File: config.mk
export PLATFORM = sky130hd
export DESIGN_NAME = rmf_median
export DESIGN_NICKNAME = d
export VERILOG_FILES = /design/src/rtl/rgb_median_filter_3x3_unit_macros.svh /design/src/rtl/rmf_pkg.sv /design/src/rtl/rmf_median.sv
export SDC_FILE = /design/constraint.sdc
export NUM_CORES = 1
export LEC_CHECK = 0
export BUFFER_PORTS_ARGS = -buffer_cell sky130_fd_sc_hd__clkbuf_2
export CORE_MARGIN = 3
export CORE_UTILIZATION = 30
export DETAILED_ROUTE_END_ITERATION = 6
export GPL_TIMING_DRIVEN = 0
export SKIP_LAST_GASP = 1
export SYNTH_ARGS = -nofsm -noshare
export SYNTH_HDL_FRONTEND = slang
export SYNTH_SLANG_ARGS = --single-unit
File: constraint.sdc
create_clock -name clk -period 11.2 [get_ports clk]
set_input_delay 0 -clock clk [delete_from_list [all_inputs] [get_ports clk]]
set_output_delay 0 -clock clk [all_outputs]
set_load 0.01 [all_outputs]
File: src/rtl/rgb_median_filter_3x3_unit_macros.svh
// assertion macros for the rgb median filter unit
// used by the top level only, needs clk and rst_n in scope
`ifndef RGB_MEDIAN_FILTER_3X3_UNIT_MACROS_SVH
`define RGB_MEDIAN_FILTER_3X3_UNIT_MACROS_SVH

// implication checked at every clock edge outside reset
`define RMF_ASSERT_IMP(lbl, ante, cons, msg) \
    lbl: assert property (@(posedge clk) disable iff (!rst_n) (ante) |-> (cons)) \
        else $error(msg);

// implication whose consequent is checked at the next clock edge
`define RMF_ASSERT_NEXT(lbl, ante, cons, msg) \
    lbl: assert property (@(posedge clk) disable iff (!rst_n) (ante) |=> (cons)) \
        else $error(msg);

// invariant checked at every clock edge outside reset
`define RMF_ASSERT_ALWAYS(lbl, cond, msg) \
    lbl: assert property (@(posedge clk) disable iff (!rst_n) (cond)) \
        else $error(msg);

`endif

File: src/rtl/rmf_pkg.sv
// shared types, constants and compare functions for the rgb median filter
// no dependencies
package rmf_pkg;

    localparam int MaxWidth  = 2048;
    localparam int AddrW     = $clog2(MaxWidth);
    localparam int DimW      = 12;
    localparam int RowW      = 13;

    localparam logic [DimW-1:0] WidthRst  = 12'd640;
    localparam logic [DimW-1:0] HeightRst = 12'd480;
    localparam logic [DimW-1:0] DimMin    = 12'd3;
    localparam logic [DimW-1:0] WidthMax  = 12'd2048;

    localparam logic CmdPixel = 1'b0;
    localparam logic CmdFlush = 1'b1;

    localparam logic RegWidth  = 1'b0;
    localparam logic RegHeight = 1'b1;

    typedef struct packed {
        logic [7:0] r;
        logic [7:0] g;
        logic [7:0] b;
    } pix_t;

    typedef struct packed {
        pix_t top;
        pix_t mid;
        pix_t bot;
    } col_t;

    typedef struct packed {
        logic [7:0] lo;
        logic [7:0] md;
        logic [7:0] hi;
    } ch3_t;

    typedef struct packed {
        ch3_t r;
        ch3_t g;
        ch3_t b;
    } srt_t;

    typedef struct packed {
        logic interior;
        logic row_end;
        logic frame_end;
    } flags_t;

    function automatic logic [7:0] min2(logic [7:0] a, logic [7:0] b);
        return (a < b) ? a : b;
    endfunction

    function automatic logic [7:0] max2(logic [7:0] a, logic [7:0] b);
        return (a < b) ? b : a;
    endfunction

    function automatic logic [7:0] med3(logic [7:0] a, logic [7:0] b, logic [7:0] c);
        return max2(min2(a, b), min2(max2(a, b), c));
    endfunction

    function automatic ch3_t sort3(logic [7:0] a, logic [7:0] b, logic [7:0] c);
        ch3_t s;
        s.lo = min2(min2(a, b), c);
        s.md = med3(a, b, c);
        s.hi = max2(max2(a, b), c);
        return s;
    endfunction

endpackage

File: src/rtl/rmf_median.sv
// median combine over three sorted columns plus output register
// depends on rmf_pkg
module rmf_median
    import rmf_pkg::*;
(
    input  logic       clk,
    input  logic       rst_n,
    input  logic       win_valid,
    output logic       win_ready,
    input  srt_t       c0,
    input  srt_t       c1,
    input  srt_t       c2,
    input  pix_t       center,
    input  flags_t     flags,
    output logic       res_valid,
    input  logic       res_ready,
    output pix_t       res_pix,
    output logic       res_row_end,
    output logic       res_frame_end
);

    logic   s3_vld_reg;
    srt_t   s3_tri_reg;
    pix_t   s3_ctr_reg;
    flags_t s3_flg_reg;
    logic   o_vld_reg;
    pix_t   o_pix_reg;
    logic   o_re_reg;
    logic   o_fe_reg;
    logic   mv3;
    logic   mv4;
    srt_t   tri_next;
    pix_t   med_next;

    assign mv4       = !o_vld_reg || res_ready;
    assign mv3       = !s3_vld_reg || mv4;
    assign win_ready = mv3;

    // max of lows, median of mids, min of highs
    assign tri_next.r.lo = max2(max2(c0.r.lo, c1.r.lo), c2.r.lo);
    assign tri_next.r.md = med3(c0.r.md, c1.r.md, c2.r.md);
    assign tri_next.r.hi = min2(min2(c0.r.hi, c1.r.hi), c2.r.hi);
    assign tri_next.g.lo = max2(max2(c0.g.lo, c1.g.lo), c2.g.lo);
    assign tri_next.g.md = med3(c0.g.md, c1.g.md, c2.g.md);
    assign tri_next.g.hi = min2(min2(c0.g.hi, c1.g.hi), c2.g.hi);
    assign tri_next.b.lo = max2(max2(c0.b.lo, c1.b.lo), c2.b.lo);
    assign tri_next.b.md = med3(c0.b.md, c1.b.md, c2.b.md);
    assign tri_next.b.hi = min2(min2(c0.b.hi, c1.b.hi), c2.b.hi);

    assign med_next.r = med3(s3_tri_reg.r.lo, s3_tri_reg.r.md, s3_tri_reg.r.hi);
    assign med_next.g = med3(s3_tri_reg.g.lo, s3_tri_reg.g.md, s3_tri_reg.g.hi);
    assign med_next.b = med3(s3_tri_reg.b.lo, s3_tri_reg.b.md, s3_tri_reg.b.hi);

    always_ff @(posedge clk or negedge rst_n)
    begin
        if (!rst_n)
        begin
            s3_vld_reg <= 1'b0;
            o_vld_reg  <= 1'b0;
        end
        else
        begin
            if (mv3)
            begin
                s3_vld_reg <= win_valid;
            end
            if (mv4)
            begin
                o_vld_reg <= s3_vld_reg;
            end
        end
    end

    always_ff @(posedge clk)
    begin
        if (mv3 && win_valid)
        begin
            s3_tri_reg <= tri_next;
            s3_ctr_reg <= center;
            s3_flg_reg <= flags;
        end
        if (mv4 && s3_vld_reg)
        begin
            o_pix_reg <= s3_flg_reg.interior ? med_next : s3_ctr_reg;
            o_re_reg  <= s3_flg_reg.row_end;
            o_fe_reg  <= s3_flg_reg.frame_end;
        end
    end

    assign res_valid     = o_vld_reg;
    assign res_pix       = o_pix_reg;
    assign res_row_end   = o_re_reg;
    assign res_frame_end = o_fe_reg;

endmodule

---- Word-level counts from Yosys, hierarchy flattened ----
Index checks and enable logic that the tools add are counted.
cells by class
  magnitude comparators ................... 30
  multiplexer cells ....................... 37
  reduce and logical (&&, ||, !) cells .... 6
operators by type and width
  cell                        number
  2-to-1 mux 8 bit            36
  less-than comparator 8 bit  30
  2-to-1 mux 24 bit           1
  logical AND 1 bit           2
  logical NOT 1 bit           2
  logical OR 1 bit            2
storage, ports and cells
  flip-flop bits (word level) ............. 127
  input bits .............................. 247
  output and inout port bits .............. 28
  word-level logic and storage cells ...... 95

---- Logic depth before layout (Yosys ltp) ----
  depth in word-level cells ............... 7
  gate-level depth with buffers ........... 26
  mapped depth without buffers ............ 23

---- Worst setup path after synthesis ----
OpenSTA, ideal clock, no wires.
  path kind ............................... register -> register
  start point ............................. reg s3_tri_reg[23] in the netlist's numbering
  end point ............................... reg o_pix_reg, in the netlist res_pix[1] (data pin)
  data arrival time ....................... 5.043 ns
  required time ........................... 10.930 ns
  setup slack ............................. 5.886 ns
  cell stages (with the launch flop) ...... 22
  path through ............................ edfxtp_1 -> ha_1 -> nand2_1 -> o21ai_1 -> a21o_1 -> clkbuf_1 -> mux2_2 -> ha_1 -> a211oi_1 -> nor2_1 -> nor2_1 -> nand2_1 -> a211oi_2 -> mux2_2 -> inv_1 -> ha_1 -> a21oi_1 -> o221ai_1 -> or4_1 -> o31ai_4 -> mux2i_1 -> a21oi_1
between the ends
  word-level cells in the longest chain between the ends .. 7
ends and longest elaborated chain
  item                        line                          RTL
  from (decl)                 rmf_median.sv:23              srt_t s3_tri_reg;
  from (signal assigned)      rmf_median.sv:78              s3_tri_reg <= tri_next;
  less-than comparator 8 bit  rmf_pkg.sv:52, rmf_pkg.sv:56
  2-to-1 mux 8 bit            rmf_pkg.sv:56                 return (a < b) ? b : a;
  less-than comparator 8 bit  rmf_pkg.sv:52                 return (a < b) ? a : b;
  2-to-1 mux 8 bit            rmf_pkg.sv:52
  less-than comparator 8 bit  rmf_pkg.sv:56
  2-to-1 mux 8 bit (*)        rmf_pkg.sv:56
  2-to-1 mux 24 bit (*)       rmf_median.sv:84              o_pix_reg <= s3_flg_reg.interior ? med_next : s3_ctr_reg;
  to (signal assigned)        rmf_median.sv:84
  to (decl)                   rmf_median.sv:27              pix_t o_pix_reg;
Mark *: on every way between the ends. The rest lies on a longest branch, timed or not.
A chain may end at the register's enable or synchronous reset.

---- Worst setup path in the final report ----
  start point ............................. reg s3_tri_reg[19] in the netlist's numbering
  end point ............................... reg o_pix_reg, in the netlist res_pix[1] (data pin)
Same word-level chain as after synthesis.

==> impl_metrics.yaml <==
layout:
  largest_register_ffs: 72
  fin_area_sq_um: 16900
  instances_no_fill: 2474
  nets: 2330
  layout-drive-gt1-share: 0.219
  area_delta_synth_final_pct: 26.9
  fill_cells: 4319
setup_path:
  path_max_fanout: 9
  path_delay_family: "compound AO/OA/AOI/OAI gates"
  worstPathCellList: "ha_1 -> nand2_1 -> o21ai_1 -> a21o_1 -> clkbuf_1 -> mux2_2 -> ha_1 -> o21ai_0 -> a21oi_1 -> and3_1 -> a211oi_2 -> mux2_2 -> inv_1 -> ha_1 -> a21oi_1 -> o221ai_1 -> or4_1 -> o31ai_4 -> mux2i_1 -> a21oi_1"
  cp-end-kind: "register"
  crit_type: "register to register"
  start_kind: "register"
  cp_slowest_stage_delay_ps: 580
  worstPathArrival_ps: 6320
  required_ps: 11360
  cp_num_buf_inv: 2
  slowest_stage: "a211oi_2"
global_routing:
  antenna_found_initial: 3
  grt_pass1_wl_um: 61400
  grt_pass1_vias: 12500
  track_usage: 0.160
  grt_overflow_total: 0
  grt_max_degree: 59
sta:
  period_share: 0.550
  worstMarginPinSlew_ps: 841
  setup_violations: 0
  fin_skew_ps: 9.54
  clock.fmax_mhz: 162
  period_minus_slack_ps: 6160
  hold_viol_final: 0
  slew_headroom: 0.435
  tns_ps: 0
  finalMaxSlewViolations: 0
  grt_setup_unrepaired: "no"
clocking:
  postCtsSetupRepairBufs: 0
  ctsHtreeMaxLevel: 4
  clock_latency_ps: 430
  cts.sinks: 127
  clkTransAtPathRegs_ps: 60
  cts_buffer_depth: 2
  cts_tree: "done"
  cts_buffers: 17
  cts-root-buf: "clkbuf_16"
logic_synthesis:
  syn_inst: 1500
  synthFlopType: "edfxtp_1"
  synth_largest_area_cell: "edfxtp_1"
  ys_ff_latch: 127
  synth_edf_count: 125
  synth.most_common_cell: "inv_1"
  synth_top_area_frac: 0.281
  yosysSeqAreaShare: 0.285
  ys_async_sr_fraction: 0.0157
  netlist_top_cells_count: "225 x inv_1, 210 x ha_1, 132 x nand2_1"
  syn_area_sq_um: 13300
  synth_area_per_cell_sq_um: 8.89
  ys_types: 66
  yosys_warnings: 0
  ys_top_cells_by_area: "edfxtp_1 28%, ha_1 20%, inv_1 6.3%, mux2_2 5.5%, mux2i_1 5.3%"
  syn_nets: 1957
die:
  die_x_um: 217
  rows: 76
  die-area_sq_um: 47000
  start_util: 0.307
  core-area_sq_um: 43500
  num_io_pins: 275
  die_y_um: 217
placed_design:
  placement.io_buffers: 273
  placed_area_sq_um: 15500
  dpl.hpwl_um: 31200
  gp_congestion: 0.872
  place_inst: 2359
min_path:
  hp-class: "input pin to register"
drt:
  routedWlPerCell_um: 15.4
  vias: 12400
  dr.pass1.iters: 5
  wl_um: 38100
  ant_nets: 0
  drtIter0Drc: 544
  via_per_inst: 5.01
  drc_errors: 0
run:
  maxCapViolations: 0
pwr:
  ir_drop_v: 0.0000859
  power_density_nw_per_um2: 166
  power.leakage_nw: 8.30
run_status:
  outcome: "finished, final reports clean"
layout by cell type (no fill, tap or decap), types with 29 or more instances in the layout:
cell	Yosys	layout
a21oi_1	100	100
nand2_1	132	132
nor2_1	73	73
edfxtp_1	125	125
ha_1	210	210
mux2i_1	71	71
inv_1	225	225
o21ai_0	104	104
dlygate4sd3_1	0	80
mux2_2	65	65
clkbuf_2	0	273
nand3_1	29	29
worst paths after layout:
path | cells past startpoint | slack, ps | startpoint | to
setup / recovery | 20 | 5040 | s3_tri_reg[19]$_DFFE_PP_ | res_pix[1]$_DFFE_PP_
hold / removal | 3 | 30 | c2[12] | s3_tri_reg[12]$_DFFE_PP_
setup reg to reg | 20 | 5040 | s3_tri_reg[19]$_DFFE_PP_ | res_pix[1]$_DFFE_PP_
hold reg to reg | 0 | 420 | s3_flg_reg[1]$_DFFE_PP_ | res_row_end$_DFFE_PP_
max in group asynchronous | 3 | 10630 | rst_n | res_valid$_DFFE_PN0P_
min in group asynchronous | 3 | 450 | rst_n | res_valid$_DFFE_PN0P_
timing repair:
item / in CTS / in global routing
setup endpoints to repair: 0 / 0
endpoints found under the hold margin: 78 / 0
gates resized for setup: 0 / 0
hold buffers: 80 / 0
through the flow:
step	total power [mW]	util	hold WS [ps]	setup WS, ps
after floorplan	1.76	-	-296	5890
after global placement	2.12	0.355	-214	5180
after detailed placement	2.17	0.356	-210	5070
after CTS	2.83	0.389	4.61	5080
after global routing	3.04	0.389	57.3	4590
final	2.81	0.389	34.3	5040
cells by family after synthesis:
group	after synthesis	synth area share
fa+ha+maj	210	0.197
flops	127	0.285
mux	137	0.109
compound gates	410	0.208
simple gates	351	0.124
buf+inv	265	0.0758
area by class of cell:
type / instances / area, sq um / area share
Multi-Input combinational cell: 1108 / 8520 / 0.504
Sequential cell: 127 / 3800 / 0.225
Timing Repair Buffer: 354 / 2190 / 0.130
Antenna cell: 3 / 7.51 / 0.000444
Clock buffer: 18 / 429 / 0.0254
Inverter: 225 / 845 / 0.0499
Tap cell: 585 / 732 / 0.0433
Buffer: 40 / 166 / 0.00984
Clock inverter: 14 / 215 / 0.0127
worst min-delay path: stages:
cell      delay (ps)
clkbuf_2         100
mux2i_1           80
o21ai_1          160
per-layer routing:
| layer | track usage | vias to the layer above | share of wire | wire length [um] |
|---|---|---|---|---|
| met2 | 0.282 | 316 | 0.48 | 18300 |
| li1 | - | 6231 | - | - |
| met4 | 0.0376 | 0 | 0.014 | 545 |
| met5 | 0 | - | 0 | 0 |
| met1 | 0.204 | 5805 | 0.45 | 17200 |
| met3 | 0.0302 | 34 | 0.053 | 2030 |
report_power, final:
group,leakage [nW],internal (mW),switching [mW]
clock,0.300,0.394,0.219
combinational,6.78,0.647,0.853
sequential,1.22,0.649,0.0469
No activity file was read; power rests on OpenSTA's default activity.
