==> config.mk <==
export PLATFORM = sky130hd
export DESIGN_NAME = rmf_cell
export DESIGN_NICKNAME = d
export VERILOG_FILES = /design/src/rtl/rgb_median_filter_3x3_unit_macros.svh /design/src/rtl/rmf_pkg.sv /design/src/rtl/rmf_cell.sv
export SDC_FILE = /design/constraint.sdc
export NUM_CORES = 1
export LEC_CHECK = 0
export ABC_AREA = 0
export BUFFER_PORTS_ARGS = -buffer_cell sky130_fd_sc_hd__buf_2
export CAP_MARGIN = 0
export CELL_PAD_IN_SITES_DETAIL_PLACEMENT = 1
export CELL_PAD_IN_SITES_GLOBAL_PLACEMENT = 2
export CORE_MARGIN = 10
export CORE_UTILIZATION = 28
export DETAILED_ROUTE_END_ITERATION = 16
export MAX_ROUTING_LAYER = met4
export PLACE_DENSITY_LB_ADDON = 0.1
export SLEW_MARGIN = 0
export SYNTH_ARGS = -nofsm -noshare
export SYNTH_HDL_FRONTEND = slang
export SYNTH_SLANG_ARGS = --single-unit
==> constraint.sdc <==
create_clock -name clk -period 5.9 [get_ports clk]
set_input_delay 0.59 -clock clk [delete_from_list [all_inputs] [get_ports clk]]
set_output_delay 0.59 -clock clk [all_outputs]
set_load 0.01 [all_outputs]
==> src/rtl/rgb_median_filter_3x3_unit_macros.svh <==
// assertion macros for the rgb median filter unit
// used by the top level only, needs clk and rst_n in scope
`ifndef RGB_MEDIAN_FILTER_3X3_UNIT_MACROS_SVH
`define RGB_MEDIAN_FILTER_3X3_UNIT_MACROS_SVH

// implication checked at every clock edge outside reset
`define RMF_ASSERT_IMP(lbl, ante, cons, msg) \
    lbl: assert property (@(posedge clk) disable iff (!rst_n) (ante) |-> (cons)) \
        else $error(msg);

// implication whose consequent is checked at the next clock edge
`define RMF_ASSERT_NEXT(lbl, ante, cons, msg) \
    lbl: assert property (@(posedge clk) disable iff (!rst_n) (ante) |=> (cons)) \
        else $error(msg);

// invariant checked at every clock edge outside reset
`define RMF_ASSERT_ALWAYS(lbl, cond, msg) \
    lbl: assert property (@(posedge clk) disable iff (!rst_n) (cond)) \
        else $error(msg);

`endif

==> src/rtl/rmf_pkg.sv <==
// shared types, constants and compare functions for the rgb median filter
// no dependencies
package rmf_pkg;

    localparam int MaxWidth  = 2048;
    localparam int AddrW     = $clog2(MaxWidth);
    localparam int DimW      = 12;
    localparam int RowW      = 13;

    localparam logic [DimW-1:0] WidthRst  = 12'd640;
    localparam logic [DimW-1:0] HeightRst = 12'd480;
    localparam logic [DimW-1:0] DimMin    = 12'd3;
    localparam logic [DimW-1:0] WidthMax  = 12'd2048;

    localparam logic CmdPixel = 1'b0;
    localparam logic CmdFlush = 1'b1;

    localparam logic RegWidth  = 1'b0;
    localparam logic RegHeight = 1'b1;

    typedef struct packed {
        logic [7:0] r;
        logic [7:0] g;
        logic [7:0] b;
    } pix_t;

    typedef struct packed {
        pix_t top;
        pix_t mid;
        pix_t bot;
    } col_t;

    typedef struct packed {
        logic [7:0] lo;
        logic [7:0] md;
        logic [7:0] hi;
    } ch3_t;

    typedef struct packed {
        ch3_t r;
        ch3_t g;
        ch3_t b;
    } srt_t;

    typedef struct packed {
        logic interior;
        logic row_end;
        logic frame_end;
    } flags_t;

    function automatic logic [7:0] min2(logic [7:0] a, logic [7:0] b);
        return (a < b) ? a : b;
    endfunction

    function automatic logic [7:0] max2(logic [7:0] a, logic [7:0] b);
        return (a < b) ? b : a;
    endfunction

    function automatic logic [7:0] med3(logic [7:0] a, logic [7:0] b, logic [7:0] c);
        return max2(min2(a, b), min2(max2(a, b), c));
    endfunction

    function automatic ch3_t sort3(logic [7:0] a, logic [7:0] b, logic [7:0] c);
        ch3_t s;
        s.lo = min2(min2(a, b), c);
        s.md = med3(a, b, c);
        s.hi = max2(max2(a, b), c);
        return s;
    endfunction

endpackage

==> src/rtl/rmf_cell.sv <==
// window cell: holds one column of three pixels, passes it on, sorts it per channel
// depends on rmf_pkg
module rmf_cell
    import rmf_pkg::*;
(
    input  logic clk,
    input  logic load,
    input  col_t din,
    output col_t dout,
    output srt_t srt
);

    col_t col_reg;

    always_ff @(posedge clk)
    begin
        if (load)
        begin
            col_reg <= din;
        end
    end

    assign dout  = col_reg;
    assign srt.r = sort3(col_reg.top.r, col_reg.mid.r, col_reg.bot.r);
    assign srt.g = sort3(col_reg.top.g, col_reg.mid.g, col_reg.bot.g);
    assign srt.b = sort3(col_reg.top.b, col_reg.mid.b, col_reg.bot.b);

endmodule

# == After elaboration in Yosys (flattened, before gate mapping) ==
# Cells that the tools add are included.
# word_totals
ff_bits,72
inputBits,74
out_inout_bits,144
wordCells,39
# classes
order_cmp,12
n_mux,18
# ops
cell,n
$mux W8,18
$lt A8 B8 Y1,12

# == Depth between registers and ports, before layout ==
# Gate-level depths: netlist of the first run.
# logic_depth
depth_word,6
ltp_mapped,23

# == Least setup slack after synthesis of the first run ==
# No wires, ideal clock.
# synth_path
kind,register -> output
start,"register col_reg, in the netlist dout[33]"
end,output port srt[34] (netlist name)
arrival_time_ps,5206
t_required_ps,5310
slack_ps,104
stages_incl_launch_ff,22
path_buffers,2
path_cell_list,edfxtp_1 > inv_1 > ha_1 > a2111o_1 > and3b_1 > clkbuf_1 > nor2_2 > mux2_2 > ha_1 > o21ai_0 > a221oi_1 > nor2_1 > a31oi_2 > mux2i_1 > ha_1 > o21a_1 > o21a_1 > o21ai_0 > a31o_2 > o211ai_1 > buf_2 > o21ai_0
# synth_lines
item,line,rtl
"start, declared",rmf_cell.sv:13,col_t col_reg;
"start signal, assigned",rmf_cell.sv:19,col_reg <= din;
"end, declared",rmf_cell.sv:10,output srt_t srt

==> flow_summary_export.csv, run 1 <==
group,metric,value,unit
status,status,"complete, but fails checks",
status,violations,"setup timing",
timing,rsz0062_at_grt,"true",
power_and_ir_drop,combPwrFrac,62.5,%
floorplan,start_util,28.4,%
timing,final.setup.worst_slack,-0.127,ns
worst_setup_path,arrival,5.44,ns
logic_synthesis,avgSynthCellArea,10.1,um2
drt,wire_per_inst,20.5,um
floorplan,ios,218,
floorplan,dieArea,28400,um2
power_and_ir_drop,seq_power_share,20.0,%
global_route,grt_max_degree,73,
global_route,grt_first_pass_wirelength,38300,um
floorplan,rows,54,
worst_setup_path,cp.required,5.31,ns
finish,area_growth_syn_to_layout,54.6,%
drt,wl_met3,1240,um
timing,period_minus_slack,6.03,ns
power_and_ir_drop,ir_worst_vdd,0.129,mV
finish,finalInstanceArea,9560,um2
power_and_ir_drop,switching_share,41.2,%
timing,max_freq,166,MHz
timing,whs,0.409,ns
floorplan,core,21800,um2
timing,slew_headroom,32.3,%
power_and_ir_drop,clkPwrFrac,17.6,%
drt,drcViolationCount,0,
finish,drive_gt1_share,52.2,%
clock_tree,cts_tree,"done",
power_and_ir_drop,power_density,342,nW/um2
worst_setup_path,path_class,"flop to primary output",
logic_synthesis,synth_seq_cells,72,
logic_synthesis,synthFlopType,"edfxtp_1",
power_and_ir_drop,p_int,1920,uW
placed_design,dp_hpwl,20100,um
clock_tree,cts_num_sinks,72,
global_route,grt_usage,17.3,%
finish,layout_common_cells,"buf_2 (217), buf_4 (115), edfxtp_1 (72), inv_1 (68), ha_1 (67)",
clock_tree,cts.reportedPaths.clkPinSlew,0.07,ns
timing,hold_viol_final,0,
finish,mostFrequentLayoutCell,"buf_2",
timing,worst_pin_slew,1.02,ns
drt,ant_nets,0,
drt,vias,6264,
clock_tree,cts_inserted_buffers,9,
worst_setup_path,endpoint_kind,"primary output",
floorplan,die-width,169,um
placed_design,routabilityCongestion,0.881,
drt,drt_iter0_drc,185,
logic_synthesis,synth_fp_nets,769,
timing,setup_viol,12,
logic_synthesis,synth_warnings,0,
min_path,hp-class,"input pin to flop",
finish,largest_reg_flops,72,
logic_synthesis,synth-edff-count,72,
placed_design,port_buffers,217,
logic_synthesis,seq_area_frac_synth,35.0,%
floorplan,die_h,169,um
global_route,antenna_found_initial,4,
clock_tree,cts-root-buf,"clkbuf_16",
global_route,overflow,0,
clock_tree,htreeDepth,3,
drt,wl_met1,11600,um
worst_setup_path,crit_fanout,8,
drt,dr.pass1.iters,4,
run,cap_viol_max_count,0,
timing,slew_violations,0,
drt,routed_wl,25600,um
drt,top_layer,"met4",
finish,finalNetCount,1114,
logic_synthesis,synth.cell_area,6180,um2
timing,fin_crit_sh,102,%
logic_synthesis,ys_types,46,
placed_design,place_area,8120,um2
global_route,grt_pass1_vias,6930,
drt,met2RoutedLength,12300,um
clock_tree,clock_path_buffers,2,
logic_synthesis,postSynthCellCount,611,
power_and_ir_drop,cellLeakagePower,0.00445,uW
logic_synthesis,synthArstFlopShare,0,%
worst_setup_path,critPathLaunchType,"flop",
power_and_ir_drop,switchingPower,1340,uW
drt,avgViaCountPerCell,5.03,
## critical path: stages (launching register included)
cell and delay (ns):
edfxtp_1 0.42, ha_1 0.29, a2111o_1 0.43, and3b_1 0.20, nor2_2 0.14, buf_6 0.17
mux2_4 0.34, ha_4 0.28, nand4_1 0.19, a221oi_2 0.29, nor2_1 0.11, a31oi_2 0.22
buf_6 0.17, mux2i_4 0.23, ha_1 0.25, o21a_1 0.18, o21a_1 0.17, o21ai_2 0.14
a31o_2 0.12, o211ai_1 0.14, buf_4 0.19, o21a_1 0.11, nor3_2 0.13, buf_2 0.17
## final cells by class
cell class,instances,area (um2)
well taps,280,350
flip-flops and latches,72,2160
fillers,2504,12200
clock buffers,9,225
diodes,4,10.0
inverters,69,259
multi-input cells,453,4310
clock inverters,7,71.3
repair buffers,351,2170
## final timing paths
path | start | end | slack (ns) | depth (start not counted)
max | dout[65] | srt[56] | -0.13 | 23
min | din[42] | dout[42] | 0.41 | 1
## kinds of logic after synthesis
| family | count (synthesis) | share of synthesized area, % |
|---|---|---|
| fa+ha+maj | 84 | 17.0 |
| compound gates | 161 | 17.1 |
| buf+inv | 87 | 5.63 |
| flops | 72 | 35.0 |
| mux | 94 | 16.3 |
| simple gates | 113 | 8.95 |
## layer usage
layer / global-route usage (%) / up-vias
li1: - / 3013
met1: 21.0 / 3052
met2: 28.5 / 175
met3: 3.75 / 24
met4: 4.66 / 0
met5: - / -
## metrics by stage
step	cells	util (%)	TNS, ns	setup WS (ns)	power (uW)
after floorplan	611	-	0	0.104	1590
after global placement	1169	37.3	-3.23	-0.389	2220
after detailed placement	1169	37.3	-4.61	-0.452	2270
after CTS	1215	41.3	-2.11	-0.175	3070
after global routing	1245	43.9	-5.54	-0.442	3500
final	1245	43.9	-0.583	-0.127	3270
## repair_timing
action                     CTS  global route
setup endpoints to repair   24            24
gates cloned                 1             3
resized for setup           74            65
pin swaps                   21            32
hold buffers                 0             0
buffers inserted            29            23
## synthesized netlist by cell type (2+ instances only)
master | count | share of area, %
a2111o_1 | 6 | 1.1
a2111oi_0 | 2 | 0.28
a211oi_1 | 14 | 1.7
a21o_1 | 10 | 1.2
a21oi_1 | 37 | 3.0
a221oi_1 | 3 | 0.43
a31o_2 | 3 | 0.43
a31oi_1 | 12 | 1.2
a31oi_2 | 3 | 0.61
a32oi_1 | 2 | 0.28
and3b_1 | 2 | 0.28
and4_1 | 3 | 0.43
buf_1 | 3 | 0.18
buf_2 | 8 | 0.65
clkbuf_1 | 5 | 0.30
edfxtp_1 | 72 | 35
ha_1 | 84 | 17
inv_1 | 69 | 4.2
mux2_2 | 50 | 9.1
mux2i_1 | 43 | 7.0
nand2_1 | 28 | 1.7
nand2b_1 | 6 | 0.61
nand3_1 | 16 | 1.3
nand4_1 | 9 | 0.91
nor2_1 | 29 | 1.8
nor2_2 | 2 | 0.20
nor2b_1 | 2 | 0.20
nor3_1 | 9 | 0.73
o211ai_1 | 8 | 0.97
o21a_1 | 13 | 1.6
o21ai_0 | 39 | 3.2
o21ai_1 | 2 | 0.16
o21bai_1 | 2 | 0.24
or2_2 | 3 | 0.30
## power by group through the flow
stage / clock (uW) / combinational [uW] / sequential [uW]
global placement: 0 / 1570 / 658
global route: 614 / 2220 / 659
floorplan: 0 / 916 / 674
CTS: 594 / 1820 / 651
detailed placement: 0 / 1610 / 659
finish: 574 / 2040 / 652
(Power assumes the default switching activity.)
==> run 2, diff against run 1 <==
--- a/config.mk
+++ b/config.mk
@@ -10,6 +10,7 @@
 export CAP_MARGIN = 0
 export CELL_PAD_IN_SITES_DETAIL_PLACEMENT = 1
 export CELL_PAD_IN_SITES_GLOBAL_PLACEMENT = 2
+export CORE_ASPECT_RATIO = 1.75
 export CORE_MARGIN = 10
 export CORE_UTILIZATION = 28
 export DETAILED_ROUTE_END_ITERATION = 16
==> run 2 against run 1 <==
The flow still finishes with violations (setup timing). Core utilization is 0.82 points higher. Wire length is 5.5% higher. Fmax shrank 1.0%. Largest cell class unchanged. Critical endpoint unchanged. Flip-flop and latch count stayed put. Sequential power is 0.9% higher. Worst hold slack worse by 0.0077 ns.
==> flow_summary_export.csv, run 2 (same netlist as run 1, synthesis figures left out) <==
group,metric,value,unit
status,status,"complete, but fails checks",
status,violations,"setup timing",
power_and_ir_drop,switching_share,41.1,%
worst_setup_path,cp-endpoint,"srt[56]",
finish,finalNetCount,1097,
global_route,overflow,0,
timing,slew_headroom,30.6,%
drt,drcViolationCount,0,
power_and_ir_drop,p_int,2000,uW
global_route,grt_first_pass_wirelength,40300,um
floorplan,core,21600,um2
timing,whs,0.402,ns
drt,wire_per_inst,21.8,um
clock_tree,cts_inserted_buffers,9,
power_and_ir_drop,totalPowerFinal,3390,uW
drt,avgViaCountPerCell,5.00,
drt,routed_wl,27000,um
global_route,antenna_found_initial,0,
timing,max_freq,164,MHz
timing,tns,-1.04,ns
timing,setup_viol,8,
floorplan,dieArea,28600,um2
timing,worst_pin_slew,1.03,ns
run,cap_viol_max_count,0,
drt,ant_nets,0,
floorplan,rows,71,
finish,n_antenna_cell,0,
worst_setup_path,setup.worst_path.start,"dout[41]",
worst_setup_path,worstPathCellList,"inv_2 -> ha_4 -> a2111o_1 -> and3b_2 -> nor2_4 -> buf_4 -> mux2_4 -> ha_4 -> o21ai_1 -> a221oi_2 -> nor2_2 -> a31oi_4 -> buf_12 -> mux2i_4 -> ha_4 -> a21o_1 -> a21o_1 -> a21oi_2 -> o211ai_1 -> buf_4 -> o21a_1 -> nor3_2 -> buf_2",
worst_setup_path,endpoint_kind,"primary output",
power_and_ir_drop,cellLeakagePower,0.00443,uW
drt,dr.pass1.iters,4,
finish,final-instance-count-excl-fill,1236,
timing,hold_viol_final,0,
power_and_ir_drop,clkPwrFrac,18.7,%
worst_setup_path,crit_fanout,6,
worst_setup_path,cp.required,5.31,ns
floorplan,start_util,28.6,%
finish,layout_common_cells,"buf_2 (214), buf_4 (102), edfxtp_1 (72), inv_1 (64), ha_1 (61)",
power_and_ir_drop,combPwrFrac,61.9,%
worst_setup_path,cpLargestDelayFamily,"compound AO/OA/AOI/OAI gates",
worst_setup_path,slowest_delay,0.42,ns
power_and_ir_drop,switchingPower,1390,uW
worst_setup_path,crit_slowest_cell,"edfxtp_1",
finish,area_growth_syn_to_layout,56.3,%
placed_design,dp_hpwl,21300,um
floorplan,die-width,132,um
clock_tree,cts_tree,"done",
placed_design,port_buffers,217,
power_and_ir_drop,ir_worst_vdd,0.140,mV
worst_setup_path,crit_buf_inv,5,
power_and_ir_drop,power_density,351,nW/um2
global_route,grt_usage,18.5,%
drt,drt_iter0_drc,205,
floorplan,ios,218,
worst_setup_path,arrival,5.50,ns
finish,final_util,44.7,%
placed_design,place_inst,1156,
global_route,grt_max_degree,73,
drt,vias,6177,
timing,slew_violations,0,
clock_tree,cts-root-buf,"clkbuf_16",
min_path,hp-class,"input pin to flop",
floorplan,die_h,217,um
finish,drive_gt1_share,53.7,%
worst_setup_path,path_class,"flop to primary output",
timing,period_minus_slack,6.09,ns
finish,mostFrequentLayoutCell,"buf_2",
timing,fin_crit_sh,103,%
finish,largest_reg_flops,72,
placed_design,routabilityCongestion,0.866,
clock_tree,htreeDepth,3,
clock_tree,cts_num_sinks,72,
global_route,grt_pass1_vias,7040,
timing,rsz0062_at_grt,"true",
worst_setup_path,critPathLaunchType,"flop",
worst_setup_path,crit_cells,23,
worst_setup_path,cp_common_cell,"ha_4",
clock_tree,clock_path_buffers,2,
clock_tree,cts.reportedPaths.clkPinSlew,0.07,ns
power_and_ir_drop,seq_power_share,19.4,%
timing,final.setup.worst_slack,-0.189,ns
## run 2: power by group through the flow
stage | combinational [uW] | clock (uW) | sequential, uW
global placement | 1580 | 0 | 663
finish | 2100 | 635 | 658
detailed placement | 1610 | 0 | 665
floorplan | 916 | 0 | 674
global route | 2280 | 675 | 664
CTS | 1940 | 653 | 656
## run 2: how the worst min path moves through the flow
stage                        from       end  slack, ns  cells after the start
final                     din[59]  dout[59]       0.40                      1
after global routing      din[32]  dout[32]       0.39                      1
after CTS                 din[61]  dout[61]       0.38                      1
after detailed placement  din[49]  dout[49]       0.77                      1
after global placement    din[58]  dout[58]       0.77                      1
after floorplan            din[0]   dout[0]       0.69                      0
## run 2: repair_timing
item                       CTS  global route
buffers inserted            40            24
pin swaps                   25            31
setup endpoints to repair   24            24
hold buffers                 0             0
gates cloned                 3             0
gates resized for setup     96            81
## run 2: layer usage
| metal | vias up | routed length [um] | track usage, % | share of wire [%] |
|---|---|---|---|---|
| li1 | 2960 | - | - | - |
| met1 | 3020 | 9650 | 17.3 | 36 |
| met2 | 158 | 15500 | 35.6 | 57 |
| met3 | 39 | 821 | 2.96 | 3.0 |
| met4 | 0 | 1010 | 9.09 | 3.7 |
| met5 | - | 0 | - | 0 |
## run 2: per-stage QoR
| step | cell area, um2 | setup WS, ns |
|---|---|---|
| after floorplan | 6180 | 0.104 |
| after global placement | 7960 | -0.385 |
| after detailed placement | 7960 | -0.451 |
| after CTS | 9120 | -0.162 |
| after global routing | 9660 | -0.330 |
| final | 9660 | -0.189 |
## run 2: layout make-up
type                            instances  area [um2]
Clock buffer                            9         225
Clock inverter                          7         100
Fill cell                            2488       11900
Inverter                               69         259
Multi-Input combinational cell        452        4450
Sequential cell                        72        2160
Tap cell                              292         365
Timing Repair Buffer                  335        2100
